## config.mk

```make
export PLATFORM = sky130hd
export DESIGN_NAME = twr_div_cell
export DESIGN_NICKNAME = d
export VERILOG_FILES = /design/src/design/twr_pkg.sv /design/src/design/twr_div_cell.sv
export SDC_FILE = /design/constraint.sdc
export NUM_CORES = 1
export LEC_CHECK = 0
export BUFFER_PORTS_ARGS = -buffer_cell sky130_fd_sc_hd__buf_2
export CORE_AREA = 2 2 206 208
export CTS_CLUSTER_DIAMETER = 60
export DETAILED_ROUTE_END_ITERATION = 12
export DIE_AREA = 0 0 208 210
export SKIP_LAST_GASP = 1
export SLEW_MARGIN = 10
export SYNTH_ARGS = -nofsm -noshare
export SYNTH_HDL_FRONTEND = slang
export SYNTH_SLANG_ARGS = --single-unit
```

## constraint.sdc

```tcl
create_clock -name clk -period 3 [get_ports clk]
set_clock_uncertainty 0.2 [all_clocks]
set_input_delay 0.15 -clock clk [delete_from_list [all_inputs] [get_ports clk]]
set_output_delay 0.15 -clock clk [all_outputs]
set_load 0.02 [all_outputs]
```

## src/design/twr_pkg.sv

```systemverilog
// twr_pkg: shared types and constants for the two-way ranging distance block.
// Request and result payload structs, pipeline control struct, status codes.
// No dependencies.
package twr_pkg;

  localparam int FIELD_W    = 40;
  localparam int DIST_W     = 24;
  localparam int MM_W       = 32;
  localparam int FRAC_BITS  = 8;
  localparam int QUO_LIM    = 56;
  localparam int SPLIT_W    = 28;
  localparam logic [MM_W-1:0] MM_RESET = 32'd78713660;
  localparam logic [QUO_LIM-1:0] POS_MAX = 56'd8388607;
  localparam logic [QUO_LIM-1:0] NEG_MAX = 56'd8388608;

  typedef enum logic [1:0] {
    ST_OK       = 2'd0,
    ST_DEN_ZERO = 2'd1,
    ST_SAT      = 2'd2
  } twr_status_t;

  typedef struct packed {
    logic [FIELD_W-1:0] poll_sent_time;
    logic [FIELD_W-1:0] poll_heard_time;
    logic [FIELD_W-1:0] reply_sent_time;
    logic [FIELD_W-1:0] reply_heard_time;
    logic [FIELD_W-1:0] final_sent_time;
    logic [FIELD_W-1:0] final_heard_time;
  } twr_req_t;

  typedef struct packed {
    logic signed [DIST_W-1:0] distance_mm;
    twr_status_t              status;
  } twr_res_t;

  typedef struct packed {
    logic valid;
    logic neg;
    logic den_zero;
  } twr_ctl_t;

endpackage

```

## src/design/twr_div_cell.sv

```systemverilog
// twr_div_cell: one restoring-division step; a row of these forms the divider.
// Takes one numerator bit a cycle and hands remainder and quotient onwards.
// Depends on twr_pkg.
module twr_div_cell #(
  parameter int DEN_W = 42,
  parameter int NUM_W = 88
) (
  input  logic                  clk,
  input  logic                  rst_n,
  input  twr_pkg::twr_ctl_t     ctl_i,
  input  logic [DEN_W-1:0]      rem_i,
  input  logic [NUM_W-1:0]      num_i,
  input  logic [NUM_W-1:0]      quo_i,
  input  logic [DEN_W-1:0]      den_i,
  output twr_pkg::twr_ctl_t     ctl_o,
  output logic [DEN_W-1:0]      rem_o,
  output logic [NUM_W-1:0]      num_o,
  output logic [NUM_W-1:0]      quo_o,
  output logic [DEN_W-1:0]      den_o
);

  logic [DEN_W:0]   trial;
  logic [DEN_W:0]   diff;
  logic             ge;
  logic [DEN_W-1:0] rem_nxt;

  // Bring down the next numerator bit and trial-subtract the divisor
  always_comb begin
    trial   = {rem_i, num_i[NUM_W-1]};
    diff    = trial - {1'b0, den_i};
    ge      = (trial >= {1'b0, den_i});
    rem_nxt = ge ? diff[DEN_W-1:0] : trial[DEN_W-1:0];
  end

  // Advance control
  always_ff @(posedge clk) begin
    if (!rst_n) begin
      ctl_o <= '0;
    end else begin
      ctl_o <= ctl_i;
    end
  end

  // Advance payload
  always_ff @(posedge clk) begin
    rem_o <= rem_nxt;
    num_o <= {num_i[NUM_W-2:0], 1'b0};
    quo_o <= {quo_i[NUM_W-2:0], ge};
    den_o <= den_i;
  end

endmodule

```

Word-level counts from Yosys, hierarchy flattened
Cells that the tools add are included.
{ "classes": {"add_sub_neg": 1, "order_cmp": 1, "muxes": 1} }
{ "op_table": {"columns": ["op", "n"], "rows": [
  ["$ge 43x42->1", 1],
  ["$mux 42", 1],
  ["$sub 42x42->42", 1]
]} }
{ "word_totals": {"inputBits": 265, "ff_bits": 262} }

Logic depth before layout (Yosys ltp)
{ "logic_depth": {"word_depth": 2, "mapped_depth": 14} }

Least setup slack after synthesis
No wires, ideal clock.
{ "synth_timing": {"kind": "input to register", "startpoint": "input num_i[87]", "endpoint": "register rem_o[30]", "path_stages": 12, "required_ns": 2.682, "setup_ns": 0.118, "path_buffers": 0, "t_arrival_ns": 2.382, "path_slack_ns": 0.299, "path_cell_list": "inv_1 > ha_1 > inv_1 > fa_1 > a211oi_1 > o21ai_0 > nand3_1 > a31oi_1 > o41ai_1 > o21ai_0 > xnor2_1 > a21oi_2"} }
{ "synth_between": {"elab_chain_cells": 2, "elab_cells_between_ends": 3, "cone_classes": "add/sub: 1; order compare: 1; mux: 1"} }
{ "synth_rtl": {"columns": ["element", "line", "text"], "rows": [
  ["start, declared", "twr_div_cell.sv:12", "input logic [NUM_W-1:0] num_i,"],
  ["$sub 42x42->42 or $ge 43x42->1 (tied branches)", "twr_div_cell.sv:30, twr_div_cell.sv:31", null],
  ["$mux 42 *", "twr_div_cell.sv:32", "rem_nxt = ge ? diff[DEN_W-1:0] : trial[DEN_W-1:0];"],
  ["named net rem_nxt[30]", "twr_div_cell.sv:25", "logic [DEN_W-1:0] rem_nxt;"],
  ["end signal, assigned", "twr_div_cell.sv:46", "rem_o <= rem_nxt;"],
  ["end, declared", "twr_div_cell.sv:16", "output logic [DEN_W-1:0] rem_o,"]
]} }
Mark *: on every way through the listed nets, which the timed path passes. The rest lies on a longest branch.
A chain may end at the register's enable or synchronous reset.

Final worst setup path
{ "layout_timing": {"startpoint": "input den_i[1]", "endpoint": "register rem_o[40]"} }
{ "layout_between": {"elab_chain_cells": 2, "elab_cells_between_ends": 3, "cone_classes": "add/sub: 1; order compare: 1; mux: 1"} }
{ "layout_rtl": {"columns": ["element", "line", "text"], "rows": [
  ["start, declared", "twr_div_cell.sv:14", "input logic [DEN_W-1:0] den_i,"],
  ["$sub 42x42->42 or $ge 43x42->1 (tied branches)", "twr_div_cell.sv:30, twr_div_cell.sv:31", null],
  ["$mux 42 *", "twr_div_cell.sv:32", null],
  ["named net rem_nxt[40]", "twr_div_cell.sv:25", null]
]} }
Marked as above.

==> metrics.md <==
| Metric | Value |
|---|---|
| Post-synthesis compound-gate area fraction | 14.6% |
| Die area | 0.0437 mm2 |
| Detailed placement HPWL | 27.6 mm |
| Share of cells above drive strength 1 | 43.8% |
| Slowest cell on the critical path | dlygate4sd3_1 |
| Die width | 208 um |
| Worst path required time | 3.23 ns |
| Largest net degree at the start of global routing | 30 |
| Status | finished, violations left |
| WS Path Type | in -> reg |
| PortBufs | 525 |
| Remaining DRCs | 0 |
| Synth Area per Inst | 11.2 um2 |
| Die H | 210 um |
| Worst setup margin | 0.0440 ns |
| Via count | 9,036 |
| EDFF count, synth | 0 |
| WP buf/inv | 6 |
| PD cells | 629 mW/mm2 |
| First-pass GRT wire length | 55.6 mm |
| Startpoint Class | input pin |
| Synth warn | 0 |
| Final Setup Violations | 0 |
| Failing checks | negative hold slack |
| FF+latch count, synth | 262 |
| Final core occ | 39.4% |
| Vias per inst | 4.10 |
| Worst Setup End Kind | flop |
| Post-synthesis adder-cell area fraction | 6.44% |
| Xor/xnor share of the synthesized area | 3.00% |
| Worst min-delay path category | in -> reg |
| Crit share post-route | 98.5% |
| Simple logic cell fraction of the synthesized area | 9.67% |
| Area Overhead vs Synth | 92.9% |
| Nets | 1,944 |
| Sink Count | 262 |
| Overflow after GRT | 0 |
| Vias in the first global route | 9,435 |
| Post-Syn Area | 0.00847 mm2 |
| Syn Nets | 1,067 |
| WL per Instance | 17.3 um |
| Hold buffers post-CTS | 266 |
| # IOs | 528 |
| Root buffer cell | clkbuf_16 |
| GPL Wtd Cong | 0.852 |
| Top fanout value on the critical path | 15 |
| Placement Setup Slack | -0.211 ns |
| Drt pass-1 iters | 4 |
| Max-Cap Viols | 0 |
| Final number of hold-violating endpoints | 1 |
| Critical Path, Cell by Cell | dlygate4sd3_1 -> buf_4 -> inv_2 -> ha_1 -> nor2b_2 -> o211ai_1 -> a311oi_1 -> buf_4 -> o211ai_4 -> a31oi_4 -> a211oi_4 -> inv_4 -> buf_12 -> and4_1 -> a21o_1 |
| Tot GR Track Use | 16.7% |
| Placed Instance Area | 0.0122 mm2 |
| Fmax | 0.338 GHz |
| Total wire length | 38.3 mm |
| Worst-path clk slew | 0.06 ns |
| Multiplexer share of the synthesized area | 0.118% |
| RSZ-0062 raised after global routing | true |
| Critical Path Most Common Cell | buf_4 |
| H-tree Lvls | 2 |
| Largest stage delay, worst path | 0.54 ns |
| Gate Count Post-Synth | 759 |
| Seq/Total Area, Yosys | 62.0% |
| Largest area contributor in the netlist | dfxtp_1 |
| Pins Over Slew Limit | 0 |
| Initial antenna violation count | 7 |
| WHS | -0.254 ns |
| Top cell type's share of synthesized area | 62.0% |
| Total Neg Setup Slack | 0 ns |
| Floorplan row count | 75 |
| Core Footprint | 0.0415 mm2 |
| CTS Buf Count | 35 |
| WP data arrival | 3.19 ns |
| Top cells by area, synth | dfxtp_1 62%, ha_1 6.2%, inv_1 2.5% |
| Initial Util | 20.4% |
| Lkg Pwr | 7.91 nW |
| Antenna Nets Post-Route | 0 |
| Largest family of logic cells by synthesized area | compound AO/OA/AOI/OAI gates |
| Async SR Flop Fraction | 0% |
| Top_reg_cell synth | dfxtp_1 |
| Worst vdd ir | 0.354 mV |
| CP delay by family, top | buffers and inverters |
| CTS tree | yes |
| Design Area, Final | 0.0163 mm2 |
| Post-synth cell types | 59 |
| Initial DRC Count | 493 |
| Minimum clock period | 2.96 ns |
| Longest Clk Path Bufs | 3 |
[worst min-delay path, cell delays in order]
cell and delay [ns]:
buf_2 0.10, nor2_2 0.06, a21oi_4 0.12
[cell families (layout without fill, tap and decap cells)]
family                     count (synthesis)  after routing
muxes                                      1              1
buffers and inverters                     81            982
AOI/OAI and AO/OA                        176            176
adders and majority gates                 43             43
DFF                                      262            262
and+or+nand+nor                          166            166
xor gates and xnor gates                  29             29
other                                      1              8
[cells in the mapped netlist (10+ instances only)]
| master | n |
|---|---|
| a21oi_2 | 23 |
| o21ai_0 | 29 |
| a21o_1 | 21 |
| nand2_1 | 42 |
| nor2_1 | 52 |
| xor2_1 | 19 |
| ha_1 | 42 |
| a21oi_1 | 41 |
| inv_1 | 57 |
| dfxtp_1 | 262 |
| nand4_1 | 17 |
| clkbuf_1 | 13 |
| xnor2_1 | 10 |
[through the flow]
stage                     instances  total power, mW
after floorplan                 759             4.85
after CTS                      2193             10.3
after detailed placement       1866             5.66
after global placement         1866             5.65
final                          2206             10.3
after global routing           2203             10.7
[layer usage]
layer  GRT usage (%)  share of wire, %  up-vias
met3            5.04               6.6       73
li1                -                 -     4371
met1            18.5                39     4255
met5               0             0.071        -
met2            29.2                50      333
met4            7.83               3.9        4
[sequential cells by signal, indices dropped and copies added (netlist names)]
register	flops
ctl_o	3
den_o	42
num_o	87
quo_o	88
rem_o	42
[placed cells by master (no fill, tap or decap), drive strengths merged, types with 17 or more instances in the layout]
cell type	netlist	layout
a21o	21	21
a21oi	64	64
buf	10	595
clkbuf	13	42
dfxtp	262	262
dlygate4sd3	0	266
ha	42	42
inv	58	69
nand2	43	43
nand4	17	17
nor2	56	56
o21ai	29	29
xor2	19	19
[report_power, final]
part | total, mW | internal [mW] | leakage (nW) | switching [mW]
logic | 2.11 | 0.955 | 5.11 | 1.16
clock network | 4.32 | 2.56 | 0.591 | 1.76
registers | 3.83 | 3.76 | 2.21 | 0.0768
[area by class of cell]
type	instances	area, um2
clock inverters	21	287
diodes	7	17.5
well taps	539	674
fillers	3958	25100
flip-flops and latches	262	5250
multi-input cells	416	3030
clock buffers	40	925
repair buffers	863	5930
inverters	58	220
[final timing paths]
path           endpoint  cells past startpoint       from  slack, ns
min    rem_o[0]$_DFF_P_                      3  num_i[87]      -0.25
max   rem_o[40]$_DFF_P_                     15   den_i[1]       0.04
[timing repair]
action	CTS	global route
setup buffers	0	3
gates resized for setup	0	41
endpoints found under the hold margin	261	1
setup endpoints to repair	0	35
No activity file was read; power rests on OpenSTA's default activity.
