### src/design/twr_pkg.sv
// twr_pkg: shared types and constants for the two-way ranging distance block.
// Request and result payload structs, pipeline control struct, status codes.
// No dependencies.
package twr_pkg;

  localparam int FIELD_W    = 40;
  localparam int DIST_W     = 24;
  localparam int MM_W       = 32;
  localparam int FRAC_BITS  = 8;
  localparam int QUO_LIM    = 56;
  localparam int SPLIT_W    = 28;
  localparam logic [MM_W-1:0] MM_RESET = 32'd78713660;
  localparam logic [QUO_LIM-1:0] POS_MAX = 56'd8388607;
  localparam logic [QUO_LIM-1:0] NEG_MAX = 56'd8388608;

  typedef enum logic [1:0] {
    ST_OK       = 2'd0,
    ST_DEN_ZERO = 2'd1,
    ST_SAT      = 2'd2
  } twr_status_t;

  typedef struct packed {
    logic [FIELD_W-1:0] poll_sent_time;
    logic [FIELD_W-1:0] poll_heard_time;
    logic [FIELD_W-1:0] reply_sent_time;
    logic [FIELD_W-1:0] reply_heard_time;
    logic [FIELD_W-1:0] final_sent_time;
    logic [FIELD_W-1:0] final_heard_time;
  } twr_req_t;

  typedef struct packed {
    logic signed [DIST_W-1:0] distance_mm;
    twr_status_t              status;
  } twr_res_t;

  typedef struct packed {
    logic valid;
    logic neg;
    logic den_zero;
  } twr_ctl_t;

endpackage

### src/design/twr_scale.sv
// twr_scale: scales the tick quotient to millimetres and saturates to 24 bits.
// Three stages: split multiply, partial sum, saturate and sign.
// Depends on twr_pkg.
module twr_scale #(
  parameter int QUO_W = 88
) (
  input  logic                        clk,
  input  logic                        rst_n,
  input  twr_pkg::twr_ctl_t           ctl_i,
  input  logic [QUO_W-1:0]            quo_i,
  input  logic [twr_pkg::MM_W-1:0]    mm_i,
  output logic                        valid_o,
  output twr_pkg::twr_res_t           res_o
);

  localparam int PW = twr_pkg::SPLIT_W + twr_pkg::MM_W;
  localparam int SW = 2 * twr_pkg::SPLIT_W + twr_pkg::MM_W;

  twr_pkg::twr_ctl_t           ctl_a_r, ctl_b_r;
  logic                        big_a_r, big_b_r;
  logic [PW-1:0]               p0_r, p1_r;
  logic [twr_pkg::QUO_LIM-1:0] mag_r;
  logic [SW-1:0]               sum;
  logic                        sat;
  twr_pkg::twr_res_t           res_nxt;

  // Hold control through the scaling stages
  always_ff @(posedge clk) begin
    if (!rst_n) begin
      ctl_a_r <= '0;
      ctl_b_r <= '0;
      valid_o <= 1'b0;
    end else begin
      ctl_a_r <= ctl_i;
      ctl_b_r <= ctl_a_r;
      valid_o <= ctl_b_r.valid;
    end
  end

  // Split multiply of the quotient by the scale
  always_ff @(posedge clk) begin
    big_a_r <= (|quo_i[QUO_W-1:twr_pkg::QUO_LIM]) && (mm_i != '0);
    p0_r    <= PW'(quo_i[twr_pkg::SPLIT_W-1:0]) * PW'(mm_i);
    p1_r    <= PW'(quo_i[twr_pkg::QUO_LIM-1:twr_pkg::SPLIT_W]) * PW'(mm_i);
  end

  // Combine partial products and drop the 32 fraction bits
  assign sum = SW'(p0_r) + (SW'(p1_r) << twr_pkg::SPLIT_W);

  always_ff @(posedge clk) begin
    big_b_r <= big_a_r;
    mag_r   <= sum[SW-1:twr_pkg::MM_W];
  end

  // Saturate and apply sign
  always_comb begin
    res_nxt = '0;
    sat     = 1'b0;
    if (ctl_b_r.den_zero) begin
      res_nxt.status = twr_pkg::ST_DEN_ZERO;
    end else if (ctl_b_r.neg) begin
      sat = big_b_r || (mag_r > twr_pkg::NEG_MAX);
      res_nxt.distance_mm = sat ? -24'sd8388608
                                : $signed(24'd0 - mag_r[twr_pkg::DIST_W-1:0]);
      res_nxt.status = sat ? twr_pkg::ST_SAT : twr_pkg::ST_OK;
    end else begin
      sat = big_b_r || (mag_r > twr_pkg::POS_MAX);
      res_nxt.distance_mm = sat ? 24'sd8388607 : $signed(mag_r[twr_pkg::DIST_W-1:0]);
      res_nxt.status = sat ? twr_pkg::ST_SAT : twr_pkg::ST_OK;
    end
  end

  always_ff @(posedge clk) begin
    res_o <= res_nxt;
  end

endmodule
### config.mk
export PLATFORM = sky130hd
export DESIGN_NAME = twr_scale
export DESIGN_NICKNAME = d
export VERILOG_FILES = /design/src/design/twr_pkg.sv /design/src/design/twr_scale.sv
export SDC_FILE = /design/constraint.sdc
export NUM_CORES = 2
export LEC_CHECK = 0
export BUFFER_PORTS_ARGS = -buffer_cell sky130_fd_sc_hd__buf_2
export CAP_MARGIN = 25
export CORE_ASPECT_RATIO = 1.2
export CORE_UTILIZATION = 43
export DETAILED_ROUTE_END_ITERATION = 10
export PLACE_DENSITY = 0.57
export SYNTH_ARGS = -nofsm -noshare
export SYNTH_HDL_FRONTEND = slang
export SYNTH_SLANG_ARGS = --single-unit
### constraint.sdc
create_clock -name clk -period 14.55 [get_ports clk]
set_clock_uncertainty 0.15 [all_clocks]
set_input_delay 1.455 -clock clk [delete_from_list [all_inputs] [get_ports clk]]
set_output_delay 1.455 -clock clk [all_outputs]
set_load 0.005 [all_outputs]
## After elaboration in Yosys (flattened, before gate mapping)

Cells that the tools add are included.

| word-level totals | value |
|---|---|
| input port bits | 125 |
| output and inout bits | 27 |
| word-level logic and storage cells | 30 |
| bits in registers | 211 |

| cells by class | value |
|---|---|
| reduce and logical (&&, ||, !) cells | 5 |
| multiplexer cells | 5 |
| $add $sub $neg | 2 |
| $lt $le $gt $ge | 2 |
| multipliers | 2 |

Operator list:

| operator | count |
|---|---|
| multiplier 28 x 32 -> 60 bit | 2 |
| adder 60 x 88 -> 88 bit | 1 |
| > comparator 56 x 23 -> 1 bit (second input constant) | 1 |
| > comparator 56 x 24 -> 1 bit (second input constant) | 1 |
| two-way mux 24 bit | 2 |
| nonzero test 32 bit | 1 |
| OR reduction 32 bit | 1 |
| two-way mux 26 bit | 1 |
| subtractor 1 x 24 -> 24 bit (first input constant) | 1 |
| two-way mux 2 bit | 2 |
| logical OR 1 bit | 2 |
| logical AND 1 bit | 1 |

## Depth between registers and ports, before layout

| depth | value |
|---|---|
| word-level depth | 4 |
| depth in mapped cells | 28 |
| depth with buffers taken out | 26 |

## Least setup slack after synthesis

OpenSTA, ideal clock, no wires.

| timing path | value |
|---|---|
| path type | input -> register |
| start point | in mm_i[18] in the netlist's numbering |
| end point | reg p1_r[59] |
| library setup time | 0.120 ns |
| arrival | 7.952 ns |
| path buffers | 3 |
| path slack | 6.328 ns |
| required time | 14.280 ns |
| cell stages on the path | 24 |
| cell sequence | clkbuf_1 > clkbuf_1 > nand2_1 > fa_1 > fa_1 > fa_1 > fa_1 > inv_1 > fa_1 > fa_1 > inv_1 > fa_1 > inv_1 > ha_1 > clkbuf_1 > a21oi_1 > o21ai_1 > a221o_1 > a31oi_1 > o31ai_2 > a221o_1 > a41oi_2 > o21ai_1 > a211o_1 |

| between the ends | value |
|---|---|
| longest elaborated chain between the ends | 1 |

RTL lines:

| item | line | source |
|---|---|---|
| start, declared | twr_scale.sv:11 | `input logic [twr_pkg::MM_W-1:0] mm_i,` |
| multiplier 28 x 32 -> 60 bit | twr_scale.sv:44 | `p1_r <= PW'(quo_i[twr_pkg::QUO_LIM-1:twr_pkg::SPLIT_W]) * PW'(mm_i);` |
| end signal, assigned | twr_scale.sv:44 |  |
| end, declared | twr_scale.sv:21 | `logic [PW-1:0] p0_r, p1_r;` |

Every way passes these cells.
A chain may end at the register's enable or synchronous reset.

## Worst setup path in the final report

| timing path | value |
|---|---|
| start point | in mm_i[21] in the netlist's numbering |
| end point | reg p0_r[57] |

| between the ends | value |
|---|---|
| longest elaborated chain between the ends | 1 |

RTL lines:

| item | line | source |
|---|---|---|
| multiplier 28 x 32 -> 60 bit | twr_scale.sv:43 | `p0_r <= PW'(quo_i[twr_pkg::SPLIT_W-1:0]) * PW'(mm_i);` |
| end signal, assigned | twr_scale.sv:43 |  |
| end, declared | twr_scale.sv:21 |  |

Every way passes these cells.

==> reports/metrics.yaml <==
run_status:
  status: "completed"
timing:
  rsz0062_at_grt: "no"
  finalSetupViolCount: 0
  final_hold_viol_count: 0
  min_period_ps: 9250
  tightestPinTransition_ps: 953.1
  final.setup.tns_ps: 0
  final_max_slew_viol_count: 0
  max_freq_ghz: 0.1081
  relSlewSlack_pct: 36.46
  timing.final.crit_share_pct: 63.57
floorplan:
  die_x_um: 353.0
  initial_util_pct: 43.30
  fp.dieH_um: 423.2
  rows: 154
  floorplan.die_area_um2: 149400
  ioPinCount: 152
  core_area_um2: 146800
yosys:
  total_nets_after_synthesis: 9231
  ys_ff_latch: 183
  synth_edf_count: 0
  async_reset_ff_share_pct: 0
  synthesis.instances: 7095
  yosysSeqAreaShare_pct: 5.762
  ys.warnings.count: 0
  synth_area_um2: 63580
  count_of_unique_library_cells_instantiated_by_yosys: 76
  yosys_most_used_dff: "sky130_fd_sc_hd__dfxtp_1"
  synth.avg_cell_area_um2: 8.961
layout:
  finalNetCount: 9048
  area_growth_syn_to_layout_pct: 4.229
  layout.cells.most_common_list: "1747 x sky130_fd_sc_hd__inv_1, 1555 x sky130_fd_sc_hd__fa_1, 988 x sky130_fd_sc_hd__nand2_1, 909 x sky130_fd_sc_hd__and2_1, 456 x sky130_fd_sc_hd__ha_1"
  mostFrequentLayoutCell: "sky130_fd_sc_hd__inv_1"
  layout.filler_cells: 14570
  post_route_cells_drive_above_1_share_pct: 3.682
clock_network:
  clk-insertion-delay-late_ps: 500
  cts.sink_count: 183
  clkSlewWorstSetupHoldPaths_ps: 90
  cts_buffers: 17
  cts.path.max_buffers: 2
  post-cts-setup-buffers: 0
  cts_tree: "done"
  cts_htree_levels: 4
  holdBufCountCts: 0
  cts.repair.resized: 0
  cts_root_buf: "sky130_fd_sc_hd__clkbuf_16"
drt:
  detailed_routing_iterations_pass_1: 7
  detailroute.via_count: 45930
  drt-total-wl_mm: 175.1
  drc: 0
  wire_per_inst_um: 19.72
  drt.antenna.violating_nets: 0
  drt_iter0_drc: 2450
  detail_route.vias_per_cell: 5.172
global_route:
  grt_pass1_vias: 51510
  grt_max_degree: 58
  antenna_violations_before_repair: 11
  grt_first_pass_wirelength_mm: 286.9
  grt.overflow.total: 0
  grt_use_total_pct: 24.73
critical_path:
  critPathMaxFanout: 57
  critPathRequiredTime_ps: 14770
  worst_setup_path_start_kind: "input pin"
  worst-endpoint-arrival_ps: 9470
  cp-end-kind: "register"
  timing.setup.critical_path_class: "in2reg"
min_path:
  worst_hold_path_type: "reg2reg"
placement:
  number_of_buffers_added_on_ports: 151
  hpwl_mm: 135.9
  globalplace.congestion: 0.8986
run:
  number_of_maximum_capacitance_violations: 0
==> flip-flops by register name (all words and copies together) (netlist names) <==
register  count
ctl_a_r       3
p0_r         32
valid_o       1
p1_r         60
ctl_b_r       3
big_a_r       1
res_o        26
mag_r        56
big_b_r       1
==> critical path, stage by stage <==
cell	delay (ps)
sky130_fd_sc_hd__buf_2	80
sky130_fd_sc_hd__buf_4	670
sky130_fd_sc_hd__nand2_1	190
sky130_fd_sc_hd__fa_1	540
sky130_fd_sc_hd__fa_1	550
sky130_fd_sc_hd__inv_1	60
sky130_fd_sc_hd__fa_1	480
sky130_fd_sc_hd__fa_1	570
sky130_fd_sc_hd__fa_1	430
sky130_fd_sc_hd__fa_1	500
sky130_fd_sc_hd__inv_1	50
sky130_fd_sc_hd__fa_1	470
sky130_fd_sc_hd__inv_1	50
sky130_fd_sc_hd__ha_1	440
sky130_fd_sc_hd__nand2_1	140
sky130_fd_sc_hd__o21ai_1	230
sky130_fd_sc_hd__o211ai_1	130
sky130_fd_sc_hd__a211oi_1	690
sky130_fd_sc_hd__nor4_1	130
sky130_fd_sc_hd__a211oi_1	570
sky130_fd_sc_hd__a21oi_1	260
sky130_fd_sc_hd__o21ai_1	300
sky130_fd_sc_hd__a211oi_1	120
sky130_fd_sc_hd__nor3_1	320
==> cells in the mapped netlist, types with 34 or more instances <==
cell	instances	area, um^2
sky130_fd_sc_hd__and2_1	909	5687
sky130_fd_sc_hd__ha_1	456	5705
sky130_fd_sc_hd__dfxtp_1	183	3664
sky130_fd_sc_hd__nand3_1	35	175.2
sky130_fd_sc_hd__a21o_1	71	533.0
sky130_fd_sc_hd__clkbuf_1	362	1359
sky130_fd_sc_hd__nand2_1	988	3709
sky130_fd_sc_hd__fa_1	1555	31130
sky130_fd_sc_hd__o21ai_0	65	325.3
sky130_fd_sc_hd__xnor2_1	79	691.9
sky130_fd_sc_hd__nor3_1	34	170.2
sky130_fd_sc_hd__inv_1	1747	6558
sky130_fd_sc_hd__xor2_1	57	499.2
sky130_fd_sc_hd__a21oi_1	129	645.6
sky130_fd_sc_hd__nor2_1	80	300.3
==> through the flow <==
step | util (%) | instances | area (um^2) | hold slack [ps] | worst slack [ps]
floorplan | - | 7095 | 63580 | 159.6 | 6328
CTS | 45.12 | 8875 | 66250 | 183.2 | 5440
global placement | 44.67 | 8843 | 65580 | 163.9 | 4989
detailed placement | 44.67 | 8843 | 65580 | 170.7 | 4921
global route | 45.13 | 8878 | 66260 | 191.7 | 4865
finish | 45.13 | 8881 | 66270 | 179.8 | 5300
==> final cells by class <==
type	instances	area, um^2	area share, %
Multi-Input combinational cell	4771	51860	78.26
Inverter	1747	6558	9.895
Sequential cell	183	3664	5.528
Tap cell	1950	2440	3.682
Timing Repair Buffer	192	1064	1.605
Clock buffer	17	425.4	0.6419
Clock inverter	15	244.0	0.3682
Antenna cell	6	15.01	0.02266
==> final timing paths <==
path	depth (start not counted)	slack (ps)	endpoint	startpoint
setup / recovery	24	5300	p0_r[57]	mm_i[21]
hold / removal	0	180	big_b_r	big_a_r
hold reg to reg	0	180	big_b_r	big_a_r
setup reg to reg	11	10690	mag_r[55]	p0_r[38]
==> layer usage <==
layer	part of all wire [%]	wire (um)	vias up	track usage (%)
li1	-	-	20140	-
met1	40	70220	24230	30.37
met2	50	88390	1241	43.67
met3	4.3	7537	322	2.543
met4	5.1	8954	4	11.24
met5	0.016	28	-	0
==> logic make-up after synthesis <==
kind of cell,share of synthesized area [%]
buf+inv,12.67
xor+xnor,1.873
compound gates,4.249
simple gates,17.51
flops,5.762
fa+ha+maj,57.94
Power is not shown: default switching activity piles up to over one toggle a cycle in this logic, so the estimate is an artifact.
